[src/rtl/thermal_raster_band_formatter_top_assert.svh]
// assertion macros for the raster band formatter
`ifndef THERMAL_RASTER_BAND_FORMATTER_TOP_ASSERT_SVH
`define THERMAL_RASTER_BAND_FORMATTER_TOP_ASSERT_SVH
`ifndef SYNTHESIS
// checked while out of reset
`define TRBF_ASSERT(lbl, clk, rstn, prop, msg) \
    lbl: assert property (@(posedge clk) disable iff (!(rstn)) prop) else $error(msg);
// checked at every edge, reset included
`define TRBF_ASSERT_ALWAYS(lbl, clk, prop, msg) \
    lbl: assert property (@(posedge clk) prop) else $error(msg);
`else
`define TRBF_ASSERT(lbl, clk, rstn, prop, msg)
`define TRBF_ASSERT_ALWAYS(lbl, clk, prop, msg)
`endif
`endif

[src/rtl/trbf_pkg.sv]
// shared types and constants of the raster band formatter
`timescale 1ns / 1ps
package trbf_pkg;

    localparam int MAX_WIDTH  = 384;
    localparam int MAX_HEIGHT = 900;

    localparam int COL_W  = $clog2(MAX_WIDTH + 1);
    localparam int ROW_W  = $clog2(MAX_HEIGHT + 1);
    localparam int WB_MAX = (MAX_WIDTH + 7) / 8;
    localparam int WB_W   = $clog2(WB_MAX + 1);
    localparam int HCMP_W = (ROW_W > 8) ? ROW_W : 8;

    localparam int CFG_IDX_W  = 3;
    localparam int CFG_DATA_W = 10;

    localparam int Q_DEPTH = 4;
    localparam int Q_PTR_W = $clog2(Q_DEPTH);
    localparam int Q_CNT_W = $clog2(Q_DEPTH + 1);

    // configuration register indexes
    typedef enum logic [CFG_IDX_W-1:0] {
        REG_IMAGE_WIDTH      = 3'd0,
        REG_IMAGE_HEIGHT     = 3'd1,
        REG_BAND_HEIGHT      = 3'd2,
        REG_BLACK_THRESHOLD  = 3'd3,
        REG_FINISH_FEED_DOTS = 3'd4
    } cfg_reg_t;

    localparam logic [8:0] RST_IMAGE_WIDTH      = 9'd384;
    localparam logic [9:0] RST_IMAGE_HEIGHT     = 10'd900;
    localparam logic [7:0] RST_BAND_HEIGHT      = 8'd24;
    localparam logic [8:0] RST_BLACK_THRESHOLD  = 9'd140;
    localparam logic [7:0] RST_FINISH_FEED_DOTS = 8'd32;

    // luma weights
    localparam logic [15:0] LUMA_R = 16'd77;
    localparam logic [15:0] LUMA_G = 16'd151;
    localparam logic [15:0] LUMA_B = 16'd28;

    // printer command bytes
    localparam logic [7:0] CMD_ESC    = 8'h1B;
    localparam logic [7:0] CMD_AT     = 8'h40;
    localparam logic [7:0] CMD_GS     = 8'h1D;
    localparam logic [7:0] CMD_V      = 8'h76;
    localparam logic [7:0] CMD_RASTER = 8'h30;
    localparam logic [7:0] CMD_MODE   = 8'h00;
    localparam logic [7:0] CMD_FEED_J = 8'h4A;

    // byte slots of one record, in emission order
    localparam int NUM_SLOTS = 16;
    typedef logic [3:0] slot_t;
    localparam slot_t SLOT_INIT_ESC = 4'd0;
    localparam slot_t SLOT_INIT_AT  = 4'd1;
    localparam slot_t SLOT_HDR_GS   = 4'd2;
    localparam slot_t SLOT_HDR_V    = 4'd3;
    localparam slot_t SLOT_HDR_MODE = 4'd4;
    localparam slot_t SLOT_HDR_M    = 4'd5;
    localparam slot_t SLOT_HDR_WBL  = 4'd6;
    localparam slot_t SLOT_HDR_WBH  = 4'd7;
    localparam slot_t SLOT_HDR_HL   = 4'd8;
    localparam slot_t SLOT_HDR_HH   = 4'd9;
    localparam slot_t SLOT_DOTS     = 4'd10;
    localparam slot_t SLOT_END_ESC  = 4'd11;
    localparam slot_t SLOT_END_J    = 4'd12;
    localparam slot_t SLOT_END_FEED = 4'd13;
    localparam slot_t SLOT_RST_ESC  = 4'd14;
    localparam slot_t SLOT_RST_AT   = 4'd15;

    // one classified pixel: which byte groups it produces and their data
    typedef struct packed {
        logic            init;
        logic            hdr;
        logic            dot;
        logic            trl;
        logic [7:0]      dot_byte;
        logic [WB_W-1:0] wb;
        logic [7:0]      bh;
        logic [7:0]      feed;
    } rec_t;

    typedef struct packed {
        logic valid;
        rec_t rec;
    } q_head_t;

endpackage

[src/rtl/trbf_front.sv]
// front end: config registers, pixel thresholding, packing and band tracking
`timescale 1ns / 1ps
module trbf_front (
    input  logic                             aclk,
    input  logic                             aresetn,
    input  logic                             cfg_valid,
    output logic                             cfg_ready,
    input  logic [trbf_pkg::CFG_IDX_W-1:0]   cfg_index,
    input  logic [trbf_pkg::CFG_DATA_W-1:0]  cfg_data,
    input  logic                             s_tvalid,
    output logic                             s_tready,
    input  logic [15:0]                      s_tdata,
    input  logic                             q_room,
    output logic                             push,
    output trbf_pkg::rec_t                   push_rec
);

    logic [8:0] width_reg;
    logic [9:0] height_reg;
    logic [7:0] band_reg;
    logic [8:0] thr_reg;
    logic [7:0] feed_reg;

    logic [trbf_pkg::COL_W-1:0] column_reg, column_next;
    logic [7:0]                 rib_reg, rib_next;
    logic [trbf_pkg::ROW_W-1:0] rows_reg, rows_next;
    logic [7:0]                 shift_reg, shift_next;
    logic [2:0]                 bitpos_reg, bitpos_next;
    logic                       started_reg, started_next;

    logic [trbf_pkg::COL_W-1:0]  eff_w;
    logic [trbf_pkg::ROW_W-1:0]  eff_h;
    logic [7:0]                  eff_band;
    logic [trbf_pkg::COL_W:0]    col_inc;
    logic [trbf_pkg::ROW_W:0]    rows_inc;
    logic [8:0]                  rib_inc;
    logic [trbf_pkg::ROW_W-1:0]  h_left;
    logic [7:0]                  bh;
    logic [7:0]                  r8, g8, b8;
    logic [15:0]                 luma_sum;
    logic                        black;
    logic [7:0]                  dot_val;
    logic                        row_end, job_end, emit_dot, hdr, accept;

    assign cfg_ready = 1'b1;
    assign s_tready  = q_room;
    assign accept    = s_tvalid && q_room;

    always_ff @(posedge aclk) begin
        if (!aresetn) begin
            width_reg  <= trbf_pkg::RST_IMAGE_WIDTH;
            height_reg <= trbf_pkg::RST_IMAGE_HEIGHT;
            band_reg   <= trbf_pkg::RST_BAND_HEIGHT;
            thr_reg    <= trbf_pkg::RST_BLACK_THRESHOLD;
            feed_reg   <= trbf_pkg::RST_FINISH_FEED_DOTS;
        end else if (cfg_valid) begin
            case (cfg_index)
                trbf_pkg::REG_IMAGE_WIDTH:      width_reg  <= cfg_data[8:0];
                trbf_pkg::REG_IMAGE_HEIGHT:     height_reg <= cfg_data[9:0];
                trbf_pkg::REG_BAND_HEIGHT:      band_reg   <= cfg_data[7:0];
                trbf_pkg::REG_BLACK_THRESHOLD:  thr_reg    <= cfg_data[8:0];
                trbf_pkg::REG_FINISH_FEED_DOTS: feed_reg   <= cfg_data[7:0];
                default: ;
            endcase
        end
    end

    // effective geometry: zero acts as one, oversize clamps
    always_comb begin
        if (width_reg == 9'd0) begin
            eff_w = trbf_pkg::COL_W'(1);
        end else if (32'(width_reg) > 32'(trbf_pkg::MAX_WIDTH)) begin
            eff_w = trbf_pkg::COL_W'(trbf_pkg::MAX_WIDTH);
        end else begin
            eff_w = trbf_pkg::COL_W'(width_reg);
        end
        if (height_reg == 10'd0) begin
            eff_h = trbf_pkg::ROW_W'(1);
        end else if (32'(height_reg) > 32'(trbf_pkg::MAX_HEIGHT)) begin
            eff_h = trbf_pkg::ROW_W'(trbf_pkg::MAX_HEIGHT);
        end else begin
            eff_h = trbf_pkg::ROW_W'(height_reg);
        end
        eff_band = (band_reg == 8'd0) ? 8'd1 : band_reg;
    end

    // luma and threshold
    always_comb begin
        r8 = {s_tdata[15:11], s_tdata[15:13]};
        g8 = {s_tdata[10:5], s_tdata[10:9]};
        b8 = {s_tdata[4:0], s_tdata[4:2]};
        luma_sum = 16'(r8) * trbf_pkg::LUMA_R + 16'(g8) * trbf_pkg::LUMA_G
                 + 16'(b8) * trbf_pkg::LUMA_B;
        black = {1'b0, luma_sum[15:8]} < thr_reg;
    end

    always_comb begin
        col_inc  = {1'b0, column_reg} + 1'b1;
        rows_inc = {1'b0, rows_reg} + 1'b1;
        rib_inc  = {1'b0, rib_reg} + 1'b1;
        row_end  = col_inc >= {1'b0, eff_w};
        job_end  = row_end && (rows_inc >= {1'b0, eff_h});
        emit_dot = (bitpos_reg == 3'd7) || row_end;
        hdr      = (column_reg == '0) && (rib_reg == 8'd0);
        dot_val  = shift_reg | (black ? (8'h80 >> bitpos_reg) : 8'h00);

        // rows declared in the header: what is left, capped by the band, and one once none are left
        h_left = eff_h - rows_reg;
        if (rows_reg >= eff_h) begin
            bh = 8'd1;
        end else if (trbf_pkg::HCMP_W'(h_left) > trbf_pkg::HCMP_W'(eff_band)) begin
            bh = eff_band;
        end else begin
            bh = h_left[7:0];
        end

        push_rec.init     = !started_reg;
        push_rec.hdr      = hdr;
        push_rec.dot      = emit_dot;
        push_rec.trl      = job_end;
        push_rec.dot_byte = dot_val;
        push_rec.wb       = trbf_pkg::WB_W'(({1'b0, eff_w} + 7'd7) >> 3);
        push_rec.bh       = bh;
        push_rec.feed     = feed_reg;
        push = accept && (!started_reg || hdr || emit_dot);

        column_next  = column_reg;
        rib_next     = rib_reg;
        rows_next    = rows_reg;
        shift_next   = shift_reg;
        bitpos_next  = bitpos_reg;
        started_next = started_reg;
        if (accept) begin
            started_next = 1'b1;
            shift_next   = emit_dot ? 8'h00 : dot_val;
            bitpos_next  = emit_dot ? 3'd0 : bitpos_reg + 3'd1;
            column_next  = row_end ? '0 : col_inc[trbf_pkg::COL_W-1:0];
            if (row_end) begin
                rows_next = rows_inc[trbf_pkg::ROW_W-1:0];
                rib_next  = (rib_inc >= {1'b0, eff_band}) ? 8'd0 : rib_inc[7:0];
                if (job_end) begin
                    rows_next    = '0;
                    rib_next     = 8'd0;
                    started_next = 1'b0;
                end
            end
        end
    end

    always_ff @(posedge aclk) begin
        if (!aresetn) begin
            column_reg  <= '0;
            rib_reg     <= 8'd0;
            rows_reg    <= '0;
            shift_reg   <= 8'd0;
            bitpos_reg  <= 3'd0;
            started_reg <= 1'b0;
        end else begin
            column_reg  <= column_next;
            rib_reg     <= rib_next;
            rows_reg    <= rows_next;
            shift_reg   <= shift_next;
            bitpos_reg  <= bitpos_next;
            started_reg <= started_next;
        end
    end

endmodule

[src/rtl/trbf_queue.sv]
// small record queue between the front and back ends
`timescale 1ns / 1ps
module trbf_queue (
    input  logic               aclk,
    input  logic               aresetn,
    input  logic               push,
    input  trbf_pkg::rec_t     push_rec,
    output logic               room,
    input  logic               pop,
    output trbf_pkg::q_head_t  head
);

    trbf_pkg::rec_t mem_reg [trbf_pkg::Q_DEPTH];

    logic [trbf_pkg::Q_PTR_W-1:0] wr_reg, wr_next;
    logic [trbf_pkg::Q_PTR_W-1:0] rd_reg, rd_next;
    logic [trbf_pkg::Q_CNT_W-1:0] cnt_reg, cnt_next;

    assign room       = cnt_reg < trbf_pkg::Q_CNT_W'(trbf_pkg::Q_DEPTH);
    assign head.valid = cnt_reg != '0;
    assign head.rec   = mem_reg[rd_reg];

    always_comb begin
        wr_next  = wr_reg;
        rd_next  = rd_reg;
        cnt_next = cnt_reg;
        if (push) begin
            wr_next = wr_reg + 1'b1;
        end
        if (pop) begin
            rd_next = rd_reg + 1'b1;
        end
        if (push && !pop) begin
            cnt_next = cnt_reg + 1'b1;
        end else if (pop && !push) begin
            cnt_next = cnt_reg - 1'b1;
        end
    end

    always_ff @(posedge aclk) begin
        if (push) begin
            mem_reg[wr_reg] <= push_rec;
        end
    end

    always_ff @(posedge aclk) begin
        if (!aresetn) begin
            wr_reg  <= '0;
            rd_reg  <= '0;
            cnt_reg <= '0;
        end else begin
            wr_reg  <= wr_next;
            rd_reg  <= rd_next;
            cnt_reg <= cnt_next;
        end
    end

endmodule

[src/rtl/trbf_back.sv]
// back end: walks the byte slots of the head record into the output register
`timescale 1ns / 1ps
module trbf_back (
    input  logic               aclk,
    input  logic               aresetn,
    input  trbf_pkg::q_head_t  head,
    output logic               pop,
    output logic               m_tvalid,
    input  logic               m_tready,
    output logic [7:0]         m_tdata,
    output logic               m_tlast
);

    logic                     valid_reg, valid_next;
    logic [7:0]               data_reg, data_next;
    logic                     last_reg, last_next;
    trbf_pkg::slot_t          pos_reg, pos_next;

    logic [trbf_pkg::NUM_SLOTS-1:0] en, cand;
    trbf_pkg::slot_t                sel;
    logic                           more, fire;
    logic [15:0]                    wb16;
    logic [7:0]                     sel_byte;

    always_comb begin
        en = '0;
        en[trbf_pkg::SLOT_INIT_ESC] = head.rec.init;
        en[trbf_pkg::SLOT_INIT_AT]  = head.rec.init;
        for (int i = trbf_pkg::SLOT_HDR_GS; i <= trbf_pkg::SLOT_HDR_HH; i++) begin
            en[i] = head.rec.hdr;
        end
        en[trbf_pkg::SLOT_DOTS] = head.rec.dot;
        for (int i = trbf_pkg::SLOT_END_ESC; i <= trbf_pkg::SLOT_RST_AT; i++) begin
            en[i] = head.rec.trl;
        end

        // slots at or after the current position
        for (int i = 0; i < trbf_pkg::NUM_SLOTS; i++) begin
            cand[i] = en[i] && (trbf_pkg::slot_t'(i) >= pos_reg);
        end
        sel = trbf_pkg::SLOT_RST_AT;
        for (int i = trbf_pkg::NUM_SLOTS - 1; i >= 0; i--) begin
            if (cand[i]) begin
                sel = trbf_pkg::slot_t'(i);
            end
        end
        more = 1'b0;
        for (int i = 0; i < trbf_pkg::NUM_SLOTS; i++) begin
            if (cand[i] && (trbf_pkg::slot_t'(i) > sel)) begin
                more = 1'b1;
            end
        end

        wb16 = 16'(head.rec.wb);
        case (sel)
            trbf_pkg::SLOT_INIT_ESC: sel_byte = trbf_pkg::CMD_ESC;
            trbf_pkg::SLOT_INIT_AT:  sel_byte = trbf_pkg::CMD_AT;
            trbf_pkg::SLOT_HDR_GS:   sel_byte = trbf_pkg::CMD_GS;
            trbf_pkg::SLOT_HDR_V:    sel_byte = trbf_pkg::CMD_V;
            trbf_pkg::SLOT_HDR_MODE: sel_byte = trbf_pkg::CMD_RASTER;
            trbf_pkg::SLOT_HDR_M:    sel_byte = trbf_pkg::CMD_MODE;
            trbf_pkg::SLOT_HDR_WBL:  sel_byte = wb16[7:0];
            trbf_pkg::SLOT_HDR_WBH:  sel_byte = wb16[15:8];
            trbf_pkg::SLOT_HDR_HL:   sel_byte = head.rec.bh;
            trbf_pkg::SLOT_HDR_HH:   sel_byte = 8'h00;
            trbf_pkg::SLOT_DOTS:     sel_byte = head.rec.dot_byte;
            trbf_pkg::SLOT_END_ESC:  sel_byte = trbf_pkg::CMD_ESC;
            trbf_pkg::SLOT_END_J:    sel_byte = trbf_pkg::CMD_FEED_J;
            trbf_pkg::SLOT_END_FEED: sel_byte = head.rec.feed;
            trbf_pkg::SLOT_RST_ESC:  sel_byte = trbf_pkg::CMD_ESC;
            trbf_pkg::SLOT_RST_AT:   sel_byte = trbf_pkg::CMD_AT;
            default:                 sel_byte = 8'h00;
        endcase

        fire = head.valid && (!valid_reg || m_tready);
        pop  = fire && !more;

        valid_next = valid_reg;
        data_next  = data_reg;
        last_next  = last_reg;
        pos_next   = pos_reg;
        if (fire) begin
            valid_next = 1'b1;
            data_next  = sel_byte;
            last_next  = sel == trbf_pkg::SLOT_RST_AT;
            pos_next   = more ? sel + 1'b1 : trbf_pkg::SLOT_INIT_ESC;
        end else if (m_tready) begin
            valid_next = 1'b0;
        end
    end

    always_ff @(posedge aclk) begin
        if (!aresetn) begin
            valid_reg <= 1'b0;
            pos_reg   <= trbf_pkg::SLOT_INIT_ESC;
        end else begin
            valid_reg <= valid_next;
            pos_reg   <= pos_next;
        end
    end

    always_ff @(posedge aclk) begin
        data_reg <= data_next;
        last_reg <= last_next;
    end

    assign m_tvalid = valid_reg;
    assign m_tdata  = data_reg;
    assign m_tlast  = last_reg;

endmodule

[src/rtl/thermal_raster_band_formatter_top.sv]
// top level of the thermal printer raster band formatter
`timescale 1ns / 1ps
// Turns a raster-order stream of RGB565 pixels into a thermal printer command
// byte stream: ESC @ before a job, a GS v 0 header (1D 76 30 00 wbL wbH hL hH)
// in front of every band of up to band_height rows, the dots packed MSB first
// with each row zero-padded to a whole byte, and ESC J feed plus ESC @ after
// the last row (m_tlast marks that closing 0x40). A pixel is black when its
// luma (77r + 151g + 28b) >> 8 is strictly below black_threshold. The front
// end takes one pixel per cycle, classifies it and, if it causes any bytes,
// pushes a record of those byte groups into a 4-entry queue; the back end
// sends one byte per cycle from the queue head through a registered output
// while m_tready allows. A pixel that starts a band or ends the job produces
// up to 16 bytes, and the input stalls only once the queue is full. The first
// byte of a pixel passes through the queue and then the output register.
// Config writes are taken every cycle and are meant for idle periods; a new
// width, height or band height applies from the next pixel on.
module thermal_raster_band_formatter_top (
    input  logic                             aclk,
    input  logic                             aresetn,
    // config write channel
    input  logic                             cfg_valid,
    output logic                             cfg_ready,
    input  logic [trbf_pkg::CFG_IDX_W-1:0]   cfg_index,
    input  logic [trbf_pkg::CFG_DATA_W-1:0]  cfg_data,
    // pixel input
    input  logic                             s_tvalid,
    output logic                             s_tready,
    input  logic [15:0]                      s_tdata,   // pixel[15:0]
    // command byte output
    output logic                             m_tvalid,
    input  logic                             m_tready,
    output logic [7:0]                       m_tdata,   // out_byte[7:0]
    output logic                             m_tlast    // last byte of the job
);

`include "thermal_raster_band_formatter_top_assert.svh"

    logic               push, room, pop;
    trbf_pkg::rec_t     push_rec;
    trbf_pkg::q_head_t  head;

    // pixel classification and row / band bookkeeping
    trbf_front u_front (
        .aclk     (aclk),
        .aresetn  (aresetn),
        .cfg_valid(cfg_valid),
        .cfg_ready(cfg_ready),
        .cfg_index(cfg_index),
        .cfg_data (cfg_data),
        .s_tvalid (s_tvalid),
        .s_tready (s_tready),
        .s_tdata  (s_tdata),
        .q_room   (room),
        .push     (push),
        .push_rec (push_rec)
    );

    // decouples header bursts from the pixel stream
    trbf_queue u_queue (
        .aclk    (aclk),
        .aresetn (aresetn),
        .push    (push),
        .push_rec(push_rec),
        .room    (room),
        .pop     (pop),
        .head    (head)
    );

    // byte sequencer and output register
    trbf_back u_back (
        .aclk    (aclk),
        .aresetn (aresetn),
        .head    (head),
        .pop     (pop),
        .m_tvalid(m_tvalid),
        .m_tready(m_tready),
        .m_tdata (m_tdata),
        .m_tlast (m_tlast)
    );

    // the job always closes with ESC @
    `TRBF_ASSERT(a_last_is_at, aclk, aresetn, (m_tvalid && m_tlast) |-> (m_tdata == trbf_pkg::CMD_AT), "last byte is not ESC @ terminator")
    // a job ends on a row end, so the trailer always follows a dot byte
    `TRBF_ASSERT(a_trailer_has_dots, aclk, aresetn, (push && push_rec.trl) |-> push_rec.dot, "trailer queued without final dot byte")
    // only records that produce bytes are queued
    `TRBF_ASSERT(a_head_nonempty, aclk, aresetn, head.valid |-> (head.rec.init || head.rec.hdr || head.rec.dot || head.rec.trl), "empty record in queue")

endmodule

[config.mk]
export PLATFORM = sky130hd
export DESIGN_NAME = thermal_raster_band_formatter_top
export DESIGN_NICKNAME = d
export VERILOG_FILES = /design/src/rtl/trbf_pkg.sv /design/src/rtl/trbf_front.sv /design/src/rtl/trbf_queue.sv /design/src/rtl/trbf_back.sv /design/src/rtl/thermal_raster_band_formatter_top.sv
export VERILOG_INCLUDE_DIRS = /design/src /design/src/rtl
export SDC_FILE = /design/constraint.sdc
export NUM_CORES = 1
export LEC_CHECK = 0
export BUFFER_PORTS_ARGS = -buffer_cell sky130_fd_sc_hd__buf_4
export CORE_ASPECT_RATIO = 0.8
export CORE_MARGIN = 3
export CORE_UTILIZATION = 35
export CTS_CLUSTER_DIAMETER = 50
export CTS_CLUSTER_SIZE = 12
export DETAILED_ROUTE_END_ITERATION = 8
export SLEW_MARGIN = 15
export SYNTH_ARGS = -nofsm -noshare
export SYNTH_HDL_FRONTEND = slang
export SYNTH_SLANG_ARGS = --single-unit
[constraint.sdc]
create_clock -name aclk -period 8.3 [get_ports aclk]
set_input_delay 0 -clock aclk [delete_from_list [all_inputs] [get_ports aclk]]
set_output_delay 0 -clock aclk [all_outputs]
set_load 0.02 [all_outputs]
==> metrics.md, run 1 <==
| Metric | Value |
|---|---|
| Result of the run | complete, no violations |
| Cells after DPL | between 1500 and 2000 |
| Crit. End Element | register |
| Root buffer cell | clkbuf_16 |
| Clk_lat worst skew | 540 ps |
| Final Skew | between 15 and 20 ps |
| Worst setup path start | s_tdata[9] |
| Final slew viol count | 0 |
| Pre-antenna DRT Iters | 6 |
| Fin cells | about 2000 |
| Worst reg2reg path depth | 19 |
| Global-route usage over all layers | 0.154 |
| H-tree depth | 1 |
| Pwr Density | 306 nW/um2 |
| Peak VDD IR | 0.280 mV |
| Worst Hold Class | input pin to register |
| Largest net degree at the start of global routing | 57 |
| Fillers | 4078 |
| Number of flops mapped to enable cells by yosys | 145 |
| Post-synthesis sequential area ratio | 0.419 |
| Post-route minimum period | ~6500 ps |
| Max Cap Violations | 0 |
| Fmax | between 0.15 and 0.2 GHz |
| Netlist cell types | 74 |
| Via/cell ratio | a little over 5 |
| Crit share post-route | 0.784 |
| GP Congestion | 0.854 |
| Count of final setup violators | 0 |
| Ys async rst share | 0 |
| Num rows | 67 |
| RSZ-0062 raised after global routing | no |
| Share of layout cells above drive strength 1 | 0.0961 |
| FF-to-FF setup slack | 2740 ps |
| DRC Markers | 0 |
| Worst-case clock buffer depth | 3 |
| RR Startpoint | u_front.height_reg[3] |
| Mapped Cells | about 1400 |
| Die Wd | roughly 240 um |
| Setup TNS | 0 ps |
| CP max FO | 12 |
| DRT iter0 DRCs | 802 |
| Area growth from synthesis to layout | 12.1% |
| Mapped Area | 15000 um2 |
| Most instantiated library cell after synthesis | inv_1 |
| Slew margin rel. | 0.351 |
| Synth Register Bits | 242 |
| Ys flop type | edfxtp_1 |
| N_diodes | 0 |
| CTS Buf Count | 25 |
| Syn avg cell area | about 11 um2 |
| Synth area leaders | edfxtp_1 29%, dfxtp_1 13%, ha_1 12% |
| Detailed Place HPWL | 25600 um |
| First-pass GRT wire length | 56300 um |
| Nets | 1701 |
| Top sig layer | met4 |
| R2R Path End | u_queue.mem_reg[0][14] |
| Yosys warns | 0 |
| Net Count, Synth | 1651 |
| Num ports | 46 |
| ANT nets after route | 0 |
| Post-synth top area cell | edfxtp_1 |
| M1 WL | 17200 um |
| Post-CTS Resized | 0 |
| P_leak | around 6.7 nW |
| Met3 routed WL | between 2000 and 2500 um |
| Worst-margin pin slew | around 950 ps |
| Vias | roughly 11000 |
| Worst path required time | 8580 ps |
| Clock sinks | 242 |
| Vias in the first global route | 10400 |
| Critical Path AT | 6790 ps |
| Hold EP | u_front.feed_reg[5] |
| Overflow after GRT | 0 |
| Initial antenna violation count | 0 |
| Min-Delay Startpoint | cfg_index[2] |
| Area of the core | 42200 um2 |
| Hold Crit Depth | 4 |
| Max reg flops | between 100 and 150 |
| Die area | 45500 um2 |
| Average wire per standard cell | 17.0 um |
| Crit path kind | input pin to register |
| Setup crit start kind | input pin |
| Fin. Hold Viols | 0 |
| Final WL | 34500 um |
| Commonest cells in the synthesized netlist | 168 x inv_1, 145 x edfxtp_1, 145 x ha_1, 139 x nand2_1, 97 x dfxtp_1 |
| Clock-pin slew on the worst setup and hold paths | 60 ps |
| Post-CTS setup buffers | 0 |
| Die Span Y | 191 um |
| Quantity of I/O buffers inserted on ports | 44 |
| Starting density of the core | 0.356 |
| Top cell type's share of synthesized area | 0.290 |
| CTS tree | done |
| Routed wl met2 | 14800 um |
[timing repair]
action,4_1_cts,5_1_grt
endpoints found under the setup margin,0,0
hold buffers,17,0
endpoints found under the hold margin,52,0
[per-stage QoR]
step / total power [mW] / util / hold WS [ps] / area, um2 / setup slack (ps)
2_1_floorplan: 3.51 / - / 124 / 15000 / 2120
3_3_place_gp: 4.09 / 0.378 / 260 / 15900 / 1360
3_5_place_dp: 4.14 / 0.378 / 271 / 15900 / 1240
4_1_cts: 5.21 / 0.399 / 19.5 / 16800 / 1760
5_1_grt: 5.64 / 0.399 / 65.9 / 16800 / 1220
6_report: 5.16 / 0.399 / 39.8 / 16800 / 1800
[logic make-up after synthesis]
group           synth area share
fa+ha+maj                  0.205
simple gates               0.124
buf+inv                   0.0555
compound gates             0.111
flops                      0.419
xor+xnor                  0.0286
other cells             0.000250
mux                       0.0565
[cells in the final DEF, fill, tap and decap left out, types with 10 or more instances in the layout]
cell type / netlist / final
a21oi_1: 93 / 93
fa_1: 63 / 63
mux4_2: 34 / 34
o21ai_0: 52 / 52
and3_1: 18 / 18
nor3_1: 25 / 25
inv_1: 168 / 167
nand2_1: 139 / 139
nand4_1: 16 / 16
buf_4: 1 / 54
ha_1: 145 / 145
clkbuf_16: 0 / 25
a21o_1: 19 / 19
clkbuf_1: 39 / 14
xor2_1: 16 / 16
nand3_1: 51 / 51
xnor2_1: 33 / 33
nor2_1: 63 / 63
nor2b_1: 21 / 21
dlygate4sd3_1: 0 / 17
edfxtp_1: 145 / 145
dfxtp_1: 97 / 96
nor4_1: 10 / 10
nand2b_1: 11 / 11
o211ai_1: 12 / 12
[critical path, stage by stage]
cell       delay, ps
buf_4            170
fa_1             510
inv_1             50
fa_1             500
inv_1             40
ha_1             320
fa_1             540
inv_1             50
fa_1             520
inv_1             60
fa_1             480
ha_1             220
a2111oi_0        810
o31a_1           320
o21ai_0          180
nor4_1           250
nor3_1           120
xnor2_1          140
ha_1             290
o21ai_0           80
a221oi_1         440
nor2_1           330
a31o_2           360
[power breakdown]
group / total, mW / leakage, nW / internal [mW] / switching (mW)
Sequential: 1.54 / 2.14 / 1.47 / 0.0694
Combinational: 2.57 / 4.21 / 1.08 / 1.49
Clock: 1.05 / 0.358 / 0.585 / 0.464
Total: 5.16 / 6.71 / 3.14 / 2.02
[cell type report]
class	instances	area [um2]	share of cell area
inverters	169	634	0.0377
clock inverters	4	42.5	0.00253
flip-flops and latches	242	6300	0.374
well taps	552	691	0.0410
clock buffers	41	706	0.0419
multi-input cells	950	7900	0.469
repair buffers	71	576	0.0342
[routing by layer]
metal | up-vias | GRT usage
met5 | - | 0
met4 | 0 | 0.0250
met3 | 37 | 0.0281
met2 | 256 | 0.234
met1 | 5136 | 0.231
li1 | 5093 | -
[worst max-delay path by stage]
stage	end	slack (ps)	depth (start not counted)
finish	u_queue.mem_reg[0][23]	1800	23
global route	u_queue.mem_reg[3][22]	1220	24
CTS	u_queue.mem_reg[2][23]	1760	23
detailed placement	u_queue.mem_reg[0][23]	1240	23
global placement	u_queue.mem_reg[0][23]	1360	23
floorplan	u_queue.mem_reg[0][23]	2120	23
No activity file was read; power rests on OpenSTA's default activity.
==> inputs of run 2 (changes only) <==
==> constraint.sdc (replaced) <==
create_clock -name aclk -period 5.3 [get_ports aclk]
set_input_delay 0 -clock aclk [delete_from_list [all_inputs] [get_ports aclk]]
set_output_delay 0 -clock aclk [all_outputs]
set_load 0.02 [all_outputs]
==> run 2 against run 1 <==
- the flow now finishes with violations (negative setup slack)
- wire length up 4.0%
- critical path type unchanged
- total power up 90%
- combinational power up 110%
- largest power group unchanged
- die area unchanged
- sequential share of layout area down 2.4 points
- sequential power up 57%
- register-to-register slack worse by 2400 ps
- largest cell class unchanged
- clock skew up 19 ps
- via count up 2.6%
==> metrics.md, run 2 (synthesis gave the netlist of run 1 again) <==
| Metric | Value |
|---|---|
| Worst setup path endpoint | u_queue.mem_reg[2][25] |
| Vias in the first global route | 10600 (+2.3%) |
| Peak VDD IR | 0.639 mV (+130%) |
| Slew margin rel. | 0.400 (+0.0491) |
| Num rows | 67 (unchanged) |
| Fin. Hold Viols | 0 (unchanged) |
| Worst reg2reg path depth | 20 (+1) |
| First-pass GRT wire length | 58000 um (+3.0%) |
| Average wire per standard cell | 17.0 um (-0.21%) |
| FF-to-FF setup slack | 340 ps (-2400 ps) |
| Die Wd | 238 um (unchanged) |
| Commonest non-fill, non-tap cell in the layout | inv_1 |
| P_leak | 7.25 nW (+8.1%) |
| Max reg flops | 136 (unchanged) |
| N_diodes | 0 (unchanged) |
| Num ports | 46 (unchanged) |
| Fmax | 0.185 GHz |
| Overflow after GRT | 0 (unchanged) |
| Stages on the worst setup path | 26 (+13%) |
| CP delay by family, top | adder cells |
| Area growth from synthesis to layout | 19.9% |
| Logic pwr share | 0.549 (+0.051) |
| Setup TNS | -2020 ps (-2020 ps) |
| Clk_lat worst skew | 580 ps (+40 ps) |
| Max Cap Violations | 0 (unchanged) |
| Sw Ratio | 0.378 (-0.0140) |
| H-tree depth | 1 (unchanged) |
| Crit share post-route | 1.02 |
| Pre-antenna DRT Iters | 5 (-1) |
| Int Power | 6.11 mW (+95%) |
| R2R Path End | u_queue.mem_reg[0][11] |
| Crit. End Element | register |
| Cell mode on critical path | fa_1 |
| Fin worst setup slack | -108 ps (-1900 ps) |
| Worst Hold Class | input pin to register |
| GP Congestion | 0.865 (+1.3%) |
| ANT nets after route | 0 (unchanged) |
| Failing checks | negative setup slack |
| Final Skew | 35.2 ps (+19.1 ps) |
| Setup crit start kind | input pin |
| RSZ-0062 raised after global routing | yes |
| RR Startpoint | u_front.height_reg[3] |
| CTS tree | done |
| Critical Path AT | 5720 ps (-1070 ps) |
| Clock-pin slew on the worst setup and hold paths | 60 ps (about the same) |
| Initial antenna violation count | 0 (unchanged) |
| Starting density of the core | 0.356 (unchanged) |
| Global-route usage over all layers | 0.159 (+0.00513) |
| Worst setup path start | s_tdata[0] |
| Post-route minimum period | about 5400 ps |
| DRC Markers | 0 (unchanged) |
| Pwr Density | 545 nW/um2 (+78%) |
| Root buffer cell | clkbuf_16 |
| Worst-case clock buffer depth | 3 (unchanged) |
| Critical path buffers and inverters | 5 (unchanged) |
| Die area | 45500 um2 (unchanged) |
| Result of the run | finished, violations left |
| Overall power | 9.82 mW (+90%) |
| CP peak stage delay | 510 ps (-300 ps) |
| Detailed Place HPWL | 26300 um (+2.9%) |
| DRT iter0 DRCs | 872 (+8.7%) |
| Clock share of power | 0.205 (+0.002) |
| Critical path's slowest cell | fa_1 |
| Count of final setup violators | 39 (+39) |
| Clock sinks | 242 (unchanged) |
| Most frequent cells in the layout | 161 x inv_1, 145 x edfxtp_1, 138 x nand2_1, 131 x ha_1, 114 x buf_4 |
| Final WL | 35900 um (+4.0%) |
| Worst-margin pin slew | 877 ps (-71.8 ps) |
| Nets | 1780 (+4.6%) |
| Fillers | 3965 (-2.8%) |
| Final slew viol count | 0 (unchanged) |
| Crit path kind | input pin to register |
| CP max FO | 6 (-6) |
| Via/cell ratio | 5.11 (-1.5%) |
| Quantity of I/O buffers inserted on ports | 44 (unchanged) |
| Share of layout cells above drive strength 1 | 0.174 (+0.0780) |
| P_sw | 3.71 mW (+84%) |
| Vias | 10800 (+2.6%) |
| Area of the core | 42200 um2 (unchanged) |
| Flop pwr share | 0.247 (-0.052) |
| Die Span Y | 191 um (unchanged) |
| Worst path required time | 5610 ps (-2970 ps) |
| CTS Buf Count | 30 (+20%) |
| Largest net degree at the start of global routing | 68 (+19%) |
[run 2: cell types whose count changed in the layout (fill, tap and decap cells not counted), moves of 7 or more]
cell	before	now
ha_4	0	11
buf_6	0	7
buf_4	54	114
ha_1	145	131
[run 2: worst min-delay path by stage]
stage	cells after the start	end	start	slack, ps
detailed placement	3	u_front.height_reg[9]	cfg_data[9]	240
finish	5	u_front.started_reg	s_tvalid	100
global placement	3	u_front.height_reg[9]	cfg_data[9]	240
floorplan	2	u_front.feed_reg[5]	cfg_data[5]	120
CTS	4	u_front.started_reg	s_tvalid	70
global route	5	u_front.started_reg	s_tvalid	120
[run 2: worst register-to-register path, stage by stage, from the launching register on]
cell and delay (ps):
dfxtp_1 330, or4_1 550, nor2_1 210, a21oi_1 100
o21ai_1 310, inv_1 90, ha_1 230, fa_1 400
nor2b_1 120, o21ai_0 110, nand2_1 120, xor2_1 260
ha_1 300, or3_1 360, o21ai_0 70, a21oi_1 70
a31oi_1 240, a2bb2o_1 390, o21ai_0 190, a21boi_0 120
buf_4 160
[run 2: area by class of cell]
| type | count | area (um2) | area share |
|---|---|---|---|
| Timing Repair Buffer | 145 | 1180 | 0.0654 |
| Clock buffer | 45 | 848 | 0.0471 |
| Multi-Input combinational cell | 950 | 8220 | 0.456 |
| Inverter | 169 | 634 | 0.0352 |
| Tap cell | 552 | 691 | 0.0383 |
| Clock inverter | 11 | 145 | 0.00806 |
| Sequential cell | 242 | 6300 | 0.350 |
[run 2: routing by layer]
metal | GRT usage | wire, um | vias up
li1 | - | - | 5240
met1 | 0.235 | 17800 | 5290
met2 | 0.254 | 16100 | 225
met3 | 0.0179 | 1560 | 41
met4 | 0.0302 | 513 | 0
met5 | 0 | 0 | -
[run 2: timing repair]
| action | 4_1_cts | 5_1_grt |
|---|---|---|
| endpoints found under the hold margin | 51 | 0 |
| gates cloned | 1 | 0 |
| gates resized for setup | 17 | 29 |
| buffers inserted | 3 | 3 |
| setup endpoints to repair | 39 | 67 |
| hold buffers | 22 | 0 |
| pin swaps | 39 | 47 |
[run 2: metrics by stage]
| stage | instances | hold WS, ps | cell area [um2] | worst slack, ps | util |
|---|---|---|---|---|---|
| after floorplan | 1409 | 124 | 15200 | -252 | - |
| after global placement | 2029 | 240 | 16500 | -661 | 0.392 |
| after detailed placement | 2029 | 244 | 16500 | -731 | 0.392 |
| after CTS | 2111 | 65.7 | 17800 | -66.7 | 0.423 |
| after global routing | 2114 | 122 | 18000 | -306 | 0.427 |
| final | 2114 | 96.1 | 18000 | -108 | 0.427 |
[run 2: power groups by stage]
stage	Combinational (mW)	Clock (mW)	Sequential, mW
floorplan	3.37	0	2.46
global placement	4.78	0	2.45
detailed placement	4.91	0	2.46
CTS	5.15	2.05	2.42
global route	6.03	2.14	2.44
finish	5.39	2.01	2.42
==> inputs of run 3 (changes only) <==
--- a/config.mk
+++ b/config.mk
@@ -7,12 +7,15 @@
 export NUM_CORES = 1
 export LEC_CHECK = 0
 export BUFFER_PORTS_ARGS = -buffer_cell sky130_fd_sc_hd__buf_4
+export CELL_PAD_IN_SITES_DETAIL_PLACEMENT = 1
+export CELL_PAD_IN_SITES_GLOBAL_PLACEMENT = 1
 export CORE_ASPECT_RATIO = 0.8
 export CORE_MARGIN = 3
 export CORE_UTILIZATION = 35
 export CTS_CLUSTER_DIAMETER = 50
 export CTS_CLUSTER_SIZE = 12
 export DETAILED_ROUTE_END_ITERATION = 8
+export PLACE_DENSITY_LB_ADDON = 0.1
 export SLEW_MARGIN = 15
 export SYNTH_ARGS = -nofsm -noshare
 export SYNTH_HDL_FRONTEND = slang
==> run 3 against run 2 <==
- the flow still finishes with violations (negative setup slack)
- global-route usage is 2.1 points higher
- core utilization is 0.31 points lower
- sequential share of layout area is 0.25 points higher
- worst hold slack better by 140 ps
- critical path depth is 1 lower
- wire length is 11% higher
- die area stayed put
- sequential power hardly changed
- maximum frequency is 1.2% higher
- clock skew is 11 ps lower
- sequential cell count stayed put
==> metrics.md, run 3 (synthesis gave the netlist of run 1 again) <==
| Metric | Value |
|---|---|
| Vias | 10700 (-0.66%) |
| Worst reg2reg path depth | 19 (-5.0%) |
| Stages on the worst setup path | 25 (-3.8%) |
| N_diodes | 0 (unchanged) |
| Flop pwr share | 0.246 (about the same) |
| Final Skew | 24.5 ps (-10.7 ps) |
| DRT iter0 DRCs | 507 (-42%) |
| Num ports | 46 (unchanged) |
| Crit. End Element | register |
| Count of final setup violators | 28 (-28%) |
| Final WL | 40000 um (+11%) |
| Vias in the first global route | 11400 (+7.1%) |
| GP Congestion | 0.795 (-8.2%) |
| Pre-antenna DRT Iters | 5 (unchanged) |
| Hold_ws | 233 ps (+137 ps) |
| Slew margin rel. | 0.333 (-0.0671) |
| Critical path's slowest cell | fa_1 |
| Failing checks | negative setup slack |
| Crit path kind | input pin to register |
| Average wire per standard cell | 19.1 um (+12%) |
| H-tree depth | 1 (unchanged) |
| Fin. Hold Viols | 0 (unchanged) |
| CP max FO | 6 (unchanged) |
| Largest net degree at the start of global routing | 68 (unchanged) |
| Clock sinks | 242 (unchanged) |
| Num rows | 67 (unchanged) |
| Hold Crit Depth | 5 (unchanged) |
| Overflow after GRT | 0 (unchanged) |
| Worst Hold Class | input pin to register |
| Clock-pin slew on the worst setup and hold paths | 60 ps (about the same) |
| CTS Buf Count | 30 (unchanged) |
| Fillers | 4606 (+16%) |
| Root buffer cell | clkbuf_16 |
| ANT nets after route | 0 (unchanged) |
| Fmax | 0.187 GHz (+1.2%) |
| Cells after DPL | 2016 (-0.64%) |
| CP peak stage delay | 540 ps (+30 ps) |
| Worst-case clock buffer depth | 3 (unchanged) |
| Die area | 45500 um2 (unchanged) |
| Logic pwr share | 0.547 (-0.002) |
| Worst path required time | 5640 ps (+30 ps) |
| P_leak | 7.18 nW (-1.1%) |
| Clk_lat worst skew | 580 ps (about the same) |
| Crit share post-route | 1.01 (-0.0120) |
| Commonest non-fill, non-tap cell in the layout | inv_1 |
| Initial antenna violation count | 0 (unchanged) |
| Pwr Density | 553 nW/um2 (+1.4%) |
| Final slew viol count | 0 (unchanged) |
| Max reg flops | 136 (unchanged) |
| P_sw | 3.81 mW (+2.7%) |
| Cell mode on critical path | fa_1 |
| Clock share of power | 0.207 (+0.002) |
| Most frequent cells in the layout | 163 x inv_1, 145 x edfxtp_1, 139 x ha_1, 138 x nand2_1, 104 x buf_4 |
| Die Wd | 238 um (unchanged) |
| Global-route usage over all layers | 0.180 (+0.0210) |
| Peak VDD IR | 0.547 mV (-14%) |
| Fin cells | 2099 (-0.71%) |
| Critical path buffers and inverters | 6 (+1) |
| Via/cell ratio | 5.11 (about the same) |
| Die Span Y | 191 um (unchanged) |
| DRC Markers | 0 (unchanged) |
| Critical Path AT | 5680 ps (-40 ps) |
| Result of the run | finished, violations left |
| First-pass GRT wire length | 64700 um (+12%) |
| RSZ-0062 raised after global routing | yes |
| Starting density of the core | 0.356 (unchanged) |
| Max Cap Violations | 0 (unchanged) |
| Int Power | 6.07 mW (-0.56%) |
| Fin worst setup slack | -44.5 ps (+63.8 ps) |
| Share of layout cells above drive strength 1 | 0.169 (-0.00542) |
| Detailed Place HPWL | 30200 um (+15%) |
| Setup crit start kind | input pin |
| Nets | 1765 (-0.84%) |
| CTS tree | done |
| CP delay by family, top | adder cells |
| Area growth from synthesis to layout | 19.0% |
| Worst-margin pin slew | 1000 ps (+123 ps) |
| Sw Ratio | 0.386 (+0.00760) |
| Quantity of I/O buffers inserted on ports | 44 (unchanged) |
| Area of the core | 42200 um2 (unchanged) |
| Post-route minimum period | 5340 ps (-63.8 ps) |
## run 3: cell types whose count changed in the layout (fill, tap and decap cells not counted), sizes merged
cell | previous run | this run
buf | 122 | 109
bufinv | 1 | 2
clkbuf | 46 | 42
clkinv | 2 | 5
clkinvlp | 0 | 2
dlygate4sd3 | 22 | 20
inv | 177 | 174
nor2 | 63 | 64
## run 3: cell type report
type	instances	area, um2	area share
multi-input combinational	951	8210	0.459
sequential	242	6300	0.352
timing repair buffer	129	1060	0.0592
clock buffer	42	817	0.0457
tap	552	691	0.0386
inverter	169	634	0.0355
clock inverter	14	178	0.00993
## run 3: layer usage
metal	vias to the layer above	share of wire	track usage
met5	-	0	0
met4	0	0.013	0.0271
met3	39	0.024	0.0225
met2	99	0.46	0.298
met1	5375	0.50	0.259
li1	5212	-	-
## run 3: worst reg2reg max path, delay by kind of cell, from the launching register on
family | cells | cell delay [ps]
AOI/OAI and AO/OA | 11 | 2690
and+or+nand+nor | 4 | 1000
adders and majority gates | 2 | 500
buffers and inverters | 2 | 370
DFF | 1 | 340
## run 3: metrics by stage
| stage | total power, mW | util | setup TNS, ps | worst slack (ps) | instance area (um2) |
|---|---|---|---|---|---|
| finish | 9.88 | 0.424 | -845 | -44.5 | 17900 |
| global route | 10.8 | 0.424 | -9250 | -276 | 17900 |
| CTS | 9.64 | 0.422 | -1780 | -80.3 | 17800 |
| detailed placement | 7.29 | 0.390 | -38980 | -1090 | 16400 |
| global placement | 7.26 | 0.390 | -34930 | -1010 | 16400 |
| floorplan | 5.83 | - | -6110 | -252 | 15200 |
## run 3: what timing repair did
| action | CTS | global route |
|---|---|---|
| cloned | 1 | 0 |
| pin swaps | 14 | 24 |
| buffers inserted | 3 | 3 |
| hold buffers | 20 | 0 |
| setup endpoints to repair | 39 | 71 |
| resized for setup | 22 | 22 |
| hold endpoints to repair | 57 | 0 |
## run 3: worst paths after layout
path                                       startpoint                     end  slack (ps)
worst max-delay path                       s_tdata[8]  u_queue.mem_reg[1][24]         -40
worst min-delay path                         m_tready         u_back.m_tvalid         230
worst max register to register  u_front.height_reg[3]  u_queue.mem_reg[3][11]         260
worst min register to register   u_front.shift_reg[0]    u_front.shift_reg[0]         470
## run 3: power by group through the flow
| stage | Sequential (mW) | Clock (mW) | Combinational (mW) |
|---|---|---|---|
| finish | 2.43 | 2.04 | 5.41 |
| global route | 2.46 | 2.18 | 6.12 |
| CTS | 2.43 | 2.11 | 5.10 |
| detailed placement | 2.47 | 0 | 4.82 |
| global placement | 2.46 | 0 | 4.80 |
| floorplan | 2.46 | 0 | 3.37 |
